`src/rtl/websocket_frame_deframer_unmask_core_macros.svh`:
```
// Assertion macros shared by the WebSocket deframer RTL.
`ifndef WEBSOCKET_FRAME_DEFRAMER_UNMASK_CORE_MACROS_SVH
`define WEBSOCKET_FRAME_DEFRAMER_UNMASK_CORE_MACROS_SVH

// Same-cycle implication, disabled during reset.
`define WSD_ASSERT_NOW(label, clk, rst, ante, cons, msg) \
   label: assert property (@(posedge clk) disable iff (rst) (ante) |-> (cons)) else $error(msg);

// Next-cycle implication, disabled during reset.
`define WSD_ASSERT_NEXT(label, clk, rst, ante, cons, msg) \
   label: assert property (@(posedge clk) disable iff (rst) (ante) |=> (cons)) else $error(msg);

`endif

```
`src/rtl/wsd_pkg.sv`:
```
// Package with types and constants for the WebSocket deframer.
package wsd_pkg;

   localparam int LengthBitsDefault = 64;

   localparam logic [7:0] RsvMask     = 8'h70;
   localparam logic [6:0] LenShortMax = 7'd125;
   localparam logic [6:0] LenExt16    = 7'd126;
   localparam logic [2:0] ExtBytes16  = 3'd1;
   localparam logic [2:0] ExtBytes64  = 3'd7;
   localparam logic [1:0] KeyLastIdx  = 2'd3;

   typedef enum logic [2:0] {
      PHASE_HDR0,
      PHASE_HDR1,
      PHASE_EXT,
      PHASE_MASK,
      PHASE_PAY
   } phase_type;

   typedef struct packed {
      logic [7:0] payload_byte;
      logic [3:0] frame_opcode;
      logic       final_fragment;
      logic       last_of_frame;
      logic       empty_frame;
      logic       reserved_bits_error;
   } result_type;

endpackage

```
`src/rtl/wsd_parser.sv`:
```
// Frame header parser, length tracker and payload unmasker.
`include "websocket_frame_deframer_unmask_core_macros.svh"

module wsd_parser #(
   parameter int LENGTH_BITS = wsd_pkg::LengthBitsDefault
) (
   input  logic               clock,
   input  logic               reset,
   input  logic               step,
   input  logic [7:0]         data_byte,
   output logic               res_fire,
   output wsd_pkg::result_type res
);
   import wsd_pkg::*;

   phase_type              phase_ff, phase_in;
   logic                   fin_ff, fin_in;
   logic [3:0]             opcode_ff, opcode_in;
   logic                   mask_present_ff, mask_present_in;
   logic [LENGTH_BITS-1:0] length_ff, length_in;
   logic [2:0]             ext_left_ff, ext_left_in;
   logic [31:0]            key_ff, key_in;
   logic [1:0]             idx_ff, idx_in;
   logic                   halted_ff, halted_in;

   logic                   key_done;
   logic [6:0]             len7;
   logic [7:0]             key_byte;
   logic [LENGTH_BITS-1:0] len_dec;

   assign len7     = data_byte[6:0];
   assign key_byte = 8'(key_ff >> {~idx_ff, 3'b000});
   assign len_dec  = length_ff - LENGTH_BITS'(1);

   always_comb begin
      phase_in        = phase_ff;
      fin_in          = fin_ff;
      opcode_in       = opcode_ff;
      mask_present_in = mask_present_ff;
      length_in       = length_ff;
      ext_left_in     = ext_left_ff;
      key_in          = key_ff;
      idx_in          = idx_ff;
      halted_in       = halted_ff;
      key_done        = 1'b0;
      res_fire        = 1'b0;
      res             = '0;
      if (step && !halted_ff) begin
         unique case (phase_ff)
            PHASE_HDR0: begin
               if ((data_byte & RsvMask) != 8'h00) begin
                  halted_in               = 1'b1;
                  res_fire                = 1'b1;
                  res.reserved_bits_error = 1'b1;
               end else begin
                  fin_in    = data_byte[7];
                  opcode_in = data_byte[3:0];
                  phase_in  = PHASE_HDR1;
               end
            end
            PHASE_HDR1: begin
               mask_present_in = data_byte[7];
               key_in          = '0;
               idx_in          = '0;
               if (len7 > LenShortMax) begin
                  length_in   = '0;
                  ext_left_in = (len7 == LenExt16) ? ExtBytes16 : ExtBytes64;
                  phase_in    = PHASE_EXT;
               end else begin
                  length_in = LENGTH_BITS'(len7);
                  if (data_byte[7]) begin
                     phase_in = PHASE_MASK;
                  end else begin
                     key_done = 1'b1;
                  end
               end
            end
            PHASE_EXT: begin
               length_in = {length_ff[LENGTH_BITS-9:0], data_byte};
               if (ext_left_ff != 3'd0) begin
                  ext_left_in = ext_left_ff - 3'd1;
               end else if (mask_present_ff) begin
                  idx_in   = '0;
                  phase_in = PHASE_MASK;
               end else begin
                  key_done = 1'b1;
               end
            end
            PHASE_MASK: begin
               key_in = {key_ff[23:0], data_byte};
               if (idx_ff != KeyLastIdx) begin
                  idx_in = idx_ff + 2'd1;
               end else begin
                  key_done = 1'b1;
               end
            end
            PHASE_PAY: begin
               idx_in             = idx_ff + 2'd1;
               length_in          = len_dec;
               res_fire           = 1'b1;
               res.payload_byte   = data_byte ^ key_byte;
               res.frame_opcode   = opcode_ff;
               res.final_fragment = fin_ff;
               if (len_dec == '0) begin
                  res.last_of_frame = 1'b1;
                  phase_in          = PHASE_HDR0;
                  idx_in            = '0;
               end
            end
            default: begin
               phase_in = PHASE_HDR0;
            end
         endcase
         if (key_done) begin
            idx_in = '0;
            if (length_in == '0) begin
               phase_in           = PHASE_HDR0;
               res_fire           = 1'b1;
               res.frame_opcode   = opcode_ff;
               res.final_fragment = fin_ff;
               res.last_of_frame  = 1'b1;
               res.empty_frame    = 1'b1;
            end else begin
               phase_in = PHASE_PAY;
            end
         end
      end
   end

   always_ff @(posedge clock) begin
      if (reset) begin
         phase_ff        <= PHASE_HDR0;
         fin_ff          <= 1'b0;
         opcode_ff       <= '0;
         mask_present_ff <= 1'b0;
         length_ff       <= '0;
         ext_left_ff     <= '0;
         key_ff          <= '0;
         idx_ff          <= '0;
         halted_ff       <= 1'b0;
      end else begin
         phase_ff        <= phase_in;
         fin_ff          <= fin_in;
         opcode_ff       <= opcode_in;
         mask_present_ff <= mask_present_in;
         length_ff       <= length_in;
         ext_left_ff     <= ext_left_in;
         key_ff          <= key_in;
         idx_ff          <= idx_in;
         halted_ff       <= halted_in;
      end
   end

   `WSD_ASSERT_NEXT(a_halt_sticks, clock, reset, halted_ff, halted_ff, "halt state was left without reset")
   `WSD_ASSERT_NEXT(a_error_halts, clock, reset, res_fire && res.reserved_bits_error, halted_ff, "reserved-bit error did not halt the parser")
   `WSD_ASSERT_NOW(a_empty_is_last, clock, reset, res_fire && res.empty_frame, res.last_of_frame && (res.payload_byte == 8'h00), "empty marker not flagged as last or carries data")

endmodule

```
`src/rtl/wsd_out_reg.sv`:
```
// Result register that holds one beat for the response channel.
module wsd_out_reg (
   input  logic                clock,
   input  logic                reset,
   input  logic                load,
   input  wsd_pkg::result_type res,
   output logic                can_take,
   output logic                rsp_valid,
   input  logic                rsp_ready,
   output wsd_pkg::result_type rsp_res
);
   import wsd_pkg::*;

   logic       valid_ff, valid_in;
   result_type res_ff, res_in;

   assign can_take  = !valid_ff || rsp_ready;
   assign rsp_valid = valid_ff;
   assign rsp_res   = res_ff;

   always_comb begin
      valid_in = valid_ff;
      res_in   = res_ff;
      if (load) begin
         valid_in = 1'b1;
         res_in   = res;
      end else if (rsp_ready) begin
         valid_in = 1'b0;
      end
   end

   always_ff @(posedge clock) begin
      if (reset) begin
         valid_ff <= 1'b0;
      end else begin
         valid_ff <= valid_in;
      end
      res_ff <= res_in;
   end

endmodule

```
`src/rtl/websocket_frame_deframer_unmask_core.sv`:
```
// WebSocket receive deframer: takes one stream byte per cycle, parses each frame header,
// unmasks the payload and emits one beat per payload byte, one marker beat per empty frame
// and one error beat when the reserved bits are set, after which it drops every byte until
// reset. A byte is taken into an input register, then parsed and unmasked, and its result
// lands in an output register that offers it on the response channel. The block sustains
// one byte per cycle; it stalls only while the output register holds a beat that the
// consumer does not take.
`include "websocket_frame_deframer_unmask_core_macros.svh"

module websocket_frame_deframer_unmask_core #(
   parameter int LENGTH_BITS = wsd_pkg::LengthBitsDefault
) (
   input  logic       clock,
   input  logic       reset,
   input  logic       req_valid,
   output logic       req_ready,
   input  logic [7:0] req_data_byte,
   output logic       rsp_valid,
   input  logic       rsp_ready,
   output logic [7:0] rsp_payload_byte,
   output logic [3:0] rsp_frame_opcode,
   output logic       rsp_final_fragment,
   output logic       rsp_last_of_frame,
   output logic       rsp_empty_frame,
   output logic       rsp_reserved_bits_error
);
   import wsd_pkg::*;

   logic       in_valid_ff, in_valid_in;
   logic [7:0] in_byte_ff, in_byte_in;
   logic       step;
   logic       can_take;
   logic       res_fire;
   result_type res;
   result_type rsp_res;

   assign step      = in_valid_ff && can_take;
   assign req_ready = !in_valid_ff || step;

   always_comb begin
      in_valid_in = in_valid_ff;
      in_byte_in  = in_byte_ff;
      if (req_valid && req_ready) begin
         in_valid_in = 1'b1;
         in_byte_in  = req_data_byte;
      end else if (step) begin
         in_valid_in = 1'b0;
      end
   end

   always_ff @(posedge clock) begin
      if (reset) begin
         in_valid_ff <= 1'b0;
      end else begin
         in_valid_ff <= in_valid_in;
      end
      in_byte_ff <= in_byte_in;
   end

   wsd_parser #(
      .LENGTH_BITS(LENGTH_BITS)
   ) u_parser (
      .clock     (clock),
      .reset     (reset),
      .step      (step),
      .data_byte (in_byte_ff),
      .res_fire  (res_fire),
      .res       (res)
   );

   wsd_out_reg u_out_reg (
      .clock     (clock),
      .reset     (reset),
      .load      (step && res_fire),
      .res       (res),
      .can_take  (can_take),
      .rsp_valid (rsp_valid),
      .rsp_ready (rsp_ready),
      .rsp_res   (rsp_res)
   );

   assign rsp_payload_byte        = rsp_res.payload_byte;
   assign rsp_frame_opcode        = rsp_res.frame_opcode;
   assign rsp_final_fragment      = rsp_res.final_fragment;
   assign rsp_last_of_frame       = rsp_res.last_of_frame;
   assign rsp_empty_frame         = rsp_res.empty_frame;
   assign rsp_reserved_bits_error = rsp_res.reserved_bits_error;

   `WSD_ASSERT_NOW(a_error_beat_clean, clock, reset, rsp_valid && rsp_reserved_bits_error, (rsp_payload_byte == 8'h00) && (rsp_frame_opcode == 4'h0) && !rsp_last_of_frame, "error beat carries frame data")

endmodule

```
`config.mk`:
```
export PLATFORM = sky130hd
export DESIGN_NAME = websocket_frame_deframer_unmask_core
export DESIGN_NICKNAME = d
export VERILOG_FILES = /design/src/rtl/wsd_pkg.sv /design/src/rtl/wsd_parser.sv /design/src/rtl/wsd_out_reg.sv /design/src/rtl/websocket_frame_deframer_unmask_core.sv
export VERILOG_INCLUDE_DIRS = /design/src /design/src/rtl
export SDC_FILE = /design/constraint.sdc
export NUM_CORES = 1
export LEC_CHECK = 0
export BUFFER_PORTS_ARGS = -buffer_cell sky130_fd_sc_hd__buf_2
export CAP_MARGIN = 5
export CORE_ASPECT_RATIO = 1.4
export CORE_MARGIN = 2
export CORE_UTILIZATION = 33
export CTS_BUF_LIST = sky130_fd_sc_hd__clkbuf_16
export DETAILED_ROUTE_END_ITERATION = 10
export MAX_ROUTING_LAYER = met4
export PLACE_DENSITY = 0.46
export SYNTH_ARGS = -nofsm -noshare
export SYNTH_HDL_FRONTEND = slang
export SYNTH_SLANG_ARGS = --single-unit
```
`constraint.sdc`:
```
create_clock -name clock -period 6.2 [get_ports clock]
set_input_delay 1.24 -clock clock [delete_from_list [all_inputs] [get_ports clock]]
set_output_delay 1.24 -clock clock [all_outputs]
set_load 0.02 [all_outputs]
```
# --- Yosys cells after proc, flatten, opt, wreduce, memory -nomap -nowiden ---
# Index checks and enable logic that the tools add are counted.
op_classes:
  div: 0
  bitwise: 3
  n_lt_le_gt_ge: 1
  n_mux: 43
  reduce_logical: 29
  shift: 1
  add_sub_neg: 3
  n_mul: 0
  n_eq_ne: 15
op_table:
  columns: ["cell", "n"]
  rows:
  - ["$pmux W64 S3", 1]
  - ["$logic_not A64 Y1", 2]
  - ["$mux W64", 1]
  - ["$pmux W32 S2", 1]
  - ["$sub A64 B1 Y64 const B", 1]
  - ["$mux W3", 11]
  - ["$shr A32 B5 Y8", 1]
  - ["$mux W7", 3]
  - ["$mux W1", 15]
  - ["$pmux W3 S5", 1]
  - ["$mux W2", 5]
  - ["$reduce_and A2 Y1", 5]
  - ["$ne A3 B1 Y1 const B", 3]
  - ["$pmux W2 S4", 1]
  - ["$reduce_bool A2 Y1", 4]
  - ["$reduce_bool A8 Y1", 1]
  - ["$xor A8 B8 Y8", 1]
  - ["$eq A7 B7 Y1 const B", 1]
  - ["$gt A7 B7 Y1 const B", 1]
  - ["$reduce_and A7 Y1", 1]
  - ["$eq A3 B2 Y1 const B", 2]
  - ["$mux W6", 1]
  - ["$ne A2 B1 Y1 const B", 3]
  - ["$ne A3 B3 Y1 const B", 2]
  - ["other kinds (20)", 27]
totals:
  rom_bits: 0
  out_inout_bits: 18
  n_memories: 0
  ram_bits: 0
  ff_bits: 137
  latch_bits: 0
  inputBits: 12
  word_cells: 113

# --- Depth between registers and ports, before layout ---
logic_depth:
  word_depth: 11
  depth_mapped: 15
  depth_no_buf: 12

# --- Cells and area by module ---
# A second synthesis with hierarchy kept.
hier_totals:
  cells_unflattened: 1334
  hier_area_um2: 9864.5
by_module_without_submodules:
  columns: ["mod", "area_each_um2", "n_inst", "seq_area_each_um2", "cells_per_inst"]
  rows:
  - ["wsd_parser", 9027.4, 1, 2222.1, 1299]
  - ["wsd_out_reg", 526.8, 1, 500.5, 20]
  - ["websocket_frame_deframer_unmask_core", 310.3, 1, 260.2, 15]

# --- Worst setup path before layout ---
# OpenSTA, ideal clock, no wires.
synth_path:
  path_kind: "reg-to-reg"
  start: "reg u_parser.length_ff[32]"
  end: "reg u_out_reg.res_ff, in the netlist u_out_reg.rsp_res[0] (enable)"
  path_stages_with_launch: 13
  required_ns: 5.824
  setup_slack_ns: 2.069
  arrival_time_ns: 3.755
  path_buffers: 3
  setup_ns: 0.376
  period_less_slack_ns: 4.131
  path_cell_list: "dfxtp_1 -> buf_6 -> or4_4 -> nand4bb_1 -> buf_6 -> or4_4 -> a21o_1 -> nor4_2 -> nand2_1 -> or3_1 -> or4_4 -> buf_6 -> nand3b_1"
synth_between:
  elab_chain_len: 8
synth_rtl:
  columns: ["item", "line_no", "text"]
  rows:
  - ["from (decl)", "wsd_parser.sv:20", "logic [LENGTH_BITS-1:0] length_ff, length_in;"]
  - ["from (signal assigned)", "wsd_parser.sv:146", "length_ff <= length_in;"]
  - ["$sub A64 B1 Y64", "wsd_parser.sv:33", "assign len_dec = length_ff - LENGTH_BITS'(1);"]
  - ["$pmux W64 S3 (*)", "wsd_parser.sv:49", "unique case (phase_ff)"]
  - ["$mux W64 (*)", "wsd_parser.sv:48", "if (step && !halted_ff) begin"]
  - ["$logic_not A64 Y1 (*)", "wsd_parser.sv:116", "if (length_in == '0) begin"]
  - ["$mux W1 (*)", "wsd_parser.sv:116", null]
  - ["$mux W1 (*)", "wsd_parser.sv:114", "if (key_done) begin"]
  - ["$mux W1 (*)", "wsd_parser.sv:48", null]
  - ["$logic_and A1 B1 Y1 (*)", "websocket_frame_deframer_unmask_core.sv:74", ".load (step && res_fire),"]
  - ["via u_out_reg.load", "wsd_out_reg.sv:5", "input logic load,"]
  - ["to (signal assigned)", "wsd_out_reg.sv:38", "res_ff <= res_in;"]
  - ["to (decl)", "wsd_out_reg.sv:15", "result_type res_ff, res_in;"]
# Mark *: on every way through the listed nets, which the timed path passes. The rest lies on a longest branch. The select of a mux whose other input is x is not followed.
# A chain may end at the register's enable or synchronous reset.

# --- Worst setup path in the final report ---
layout_path:
  start: "reg u_parser.phase_ff[1]"
  end: "reg u_out_reg.res_ff, in the netlist u_out_reg.rsp_res[10] (enable)"
layout_between:
  elab_chain_len: 8
  elab_cells_between_ends: 15
  cone_classes: "4 x eq/ne; 8 x mux; 3 x reduce/logical"
layout_rtl:
  columns: ["item", "line_no", "text"]
  rows:
  - ["from (decl)", "wsd_parser.sv:16", "phase_type phase_ff, phase_in;"]
  - ["from (signal assigned)", "wsd_parser.sv:142", "phase_ff <= phase_in;"]
  - ["$eq A3 B3 Y1 (tied with other cells)", "wsd_parser.sv:49", null]
  - ["$pmux W64 S3", "wsd_parser.sv:49", null]
  - ["$mux W64", "wsd_parser.sv:48", null]
  - ["$logic_not A64 Y1", "wsd_parser.sv:116", null]
  - ["$mux W1", "wsd_parser.sv:116", null]
  - ["$mux W1 (*)", "wsd_parser.sv:114", null]
  - ["$mux W1 (*)", "wsd_parser.sv:48", null]
  - ["$logic_and A1 B1 Y1 (*)", "websocket_frame_deframer_unmask_core.sv:74", null]
  - ["via u_out_reg.load", "wsd_out_reg.sv:5", null]
# Marked as above.

==> flow_metrics.env <==
export IMPL_status="finished clean"
export IMPL_wire_per_inst_um=25.9
export IMPL_yosysWarningCount=0
export IMPL_maxCapViolCount=0
export IMPL_h_tree_depth=4
export IMPL_die_area_um2=29800
export IMPL_root_buffer="clkbuf_16"
export IMPL_synth_seq_cells=137
export IMPL_p_per_area_nw_per_um2=257
export IMPL_clk_latency_ns=0.45
export IMPL_dieWidth_um=146
export IMPL_synth_area_leaders="dfxtp_1, edfxtp_1, nor2_1"
export IMPL_end_kind="flip-flop"
export IMPL_drtAntennaViolNets=0
export IMPL_post_route_period_util_pct=95.6
export IMPL_finalPower_mw=2.65
export IMPL_worstMarginPinSlew_ns=1.22
export IMPL_vias=9872
export IMPL_hold_class="reg -> reg"
export IMPL_max_freq_mhz=169
export IMPL_grt_pass1_wl_um=60600
export IMPL_slew_viol_final=0
export IMPL_synth_main_ff_cell="dfxtp_1"
export IMPL_synthesis_nets=1245
export IMPL_yosysTopAreaCellShare_pct=24.1
export IMPL_crit_path_start_kind="flip-flop"
export IMPL_final_cell_area_um2=10300
export IMPL_die_height_um=203
export IMPL_yosys_cell_types_count=90
export IMPL_rsz0062_at_grt="no"
export IMPL_cts_tree="done"
export IMPL_first_pass_iters=6
export IMPL_tns_ns=0
export IMPL_period_needed_ns=5.92
export IMPL_yosysSeqAreaShare_pct=31.8
export IMPL_antenna_found_initial=0
export IMPL_syn_instance_count=1228
export IMPL_nNetsFinal=1199
export IMPL_cts_sinks=137
export IMPL_gp_congestion=1.01
export IMPL_synthArstFlopShare_pct=0
export IMPL_dpl_hpwl_um=29100
export IMPL_synth_edf_count=24
export IMPL_diodes=0
export IMPL_p_leak_nw=3.54
export IMPL_wirelength_um=40600
export IMPL_cp_max_fo=25
export IMPL_setup_viol=0
export IMPL_critPathArrivalTime_ns=6.06
export IMPL_portBuffers=29
export IMPL_vias_per_cell=6.29
export IMPL_yosys_area_top_type="dfxtp_1"
export IMPL_drcViolationCount=0
export IMPL_area_delta_synth_final_pct=10.4
export IMPL_io_pins=30
export IMPL_num_rows=73
export IMPL_start_util_pct=33.3
export IMPL_synth_most_common_cell="nor2_1"
export IMPL_cts_buffer_depth=2
export IMPL_place_area_um2=9760
export IMPL_finalClockSkew_ns=0.0166
export IMPL_ctsResizeCount=0
export IMPL_cts_hold_buf=0
export IMPL_core_area_um2=28100
export IMPL_clk_pin_slew_ns=0.07
export IMPL_first_iter_violations=1036
export IMPL_max_vdd_ir_drop_mv=0.188
export IMPL_postCtsSetupRepairBufs=0
export IMPL_cts_buffers_inserted=17
export IMPL_netlist_area_um2=9370
export IMPL_grt_util_all_layers_pct=27.9
export IMPL_gr_total_overflow=0
export IMPL_critical_path_class="reg -> reg"
export IMPL_hold_viol_final=0
export IMPL_avgSynthCellArea_um2=7.63
export IMPL_synthTopCellsByCount="nor2_1, nand2_1, clkbuf_1, dfxtp_1, a21oi_1"
export IMPL_drive_gt1_share_pct=12.8
export IMPL_grt_max_degree=59
export IMPL_grt_pass1_vias=9459
export IMPL_critPathRequiredTime_ns=6.34
export IMPL_max_slew_margin_rel_pct=18.0
[per-layer routing]
| metal | track usage [%] | wire length [um] | vias up |
|---|---|---|---|
| met5 | - | 0 | - |
| met4 | 19.2 | 3000 | 0 |
| li1 | - | - | 4502 |
| met1 | 31.1 | 15500 | 4743 |
| met3 | 3.91 | 2480 | 142 |
| met2 | 46.2 | 19600 | 485 |
[registers in the layout (all words and copies together) (netlist names)]
signal / count
u_parser.halted_ff: 1
u_out_reg.rsp_valid: 1
u_parser.fin_ff: 1
u_parser.opcode_ff: 4
u_parser.idx_ff: 2
u_out_reg.rsp_res: 16
in_valid_ff: 1
u_parser.key_ff: 32
in_byte_ff: 8
u_parser.length_ff: 64
u_parser.ext_left_ff: 3
u_parser.mask_present_ff: 1
u_parser.phase_ff: 3
[cell families (layout without fill, tap and decap cells)]
kind of cell,count (synthesis),after routing,synth area share (%)
AND/OR/NAND/NOR,562,562,31.1
AO/OA/AOI/OAI,325,325,23.9
buffers and inverters,149,116,6.39
flip-flops,137,137,31.8
XOR/XNOR,28,28,2.62
multiplexers,16,16,2.79
adder cells (fa/ha/maj),11,11,1.31
[metrics by stage]
step,cells,hold WS (ns),setup WS (ns),utilization (%)
global placement,1538,0.470,0.467,34.7
detailed placement,1538,0.482,0.467,34.7
finish,1570,0.497,0.276,36.8
global route,1570,0.513,0.149,36.8
floorplan,1228,0.456,2.07,-
CTS,1570,0.496,0.433,36.8
[layout by cell type, fill, tap and decap left out, types with 17 or more instances in the layout]
master	synthesis	final
inv_1	16	17
clkbuf_16	0	17
dfxtp_1	113	112
o21ai_0	38	38
nand2_1	123	123
buf_2	8	28
buf_4	0	39
a22oi_1	40	40
nor3_1	48	48
nor4_1	43	43
a211oi_1	41	41
nor2_1	172	170
a21oi_1	87	87
xnor2_1	23	23
nand3_1	41	41
nand4_1	20	20
edfxtp_1	24	24
[worst paths after layout]
| path | startpoint | to | slack (ns) | cells after the start |
|---|---|---|---|---|
| max | u_parser.phase_ff[1] | u_out_reg.rsp_res[10] | 0.28 | 11 |
| min | u_parser.mask_present_ff | u_parser.mask_present_ff | 0.50 | 2 |
| max reg2reg | u_parser.phase_ff[1] | u_out_reg.rsp_res[10] | 0.28 | 11 |
| min reg2reg | u_parser.mask_present_ff | u_parser.mask_present_ff | 0.50 | 2 |
[power by group]
| part | internal [mW] | switching (mW) |
|---|---|---|
| Sequential | 0.932 | 0.0565 |
| Combinational | 0.191 | 0.411 |
| Clock | 0.600 | 0.463 |
| Total | 1.72 | 0.931 |
[layout make-up]
| class | instances | area, um2 |
|---|---|---|
| clock buffers | 17 | 425 |
| flip-flops and latches | 137 | 2980 |
| fillers | 3057 | 17800 |
| inverters | 17 | 63.8 |
| well taps | 375 | 469 |
| repair buffers | 67 | 433 |
| multi-input cells | 942 | 5810 |
| clock inverters | 15 | 165 |
[worst max-delay path, stage by stage (launching register included)]
cell       delay (ns)
dfxtp_1          0.99
maj3_1           0.42
or2_2            0.63
a211oi_1         0.27
a221oi_1         0.58
o2111ai_1        0.21
nand4b_1         0.27
nor4_1           0.76
nand3_1          0.21
or4_4            0.70
nand3b_1         0.27
buf_4            0.28
Note: power is estimated with default switching activity, not from simulation.
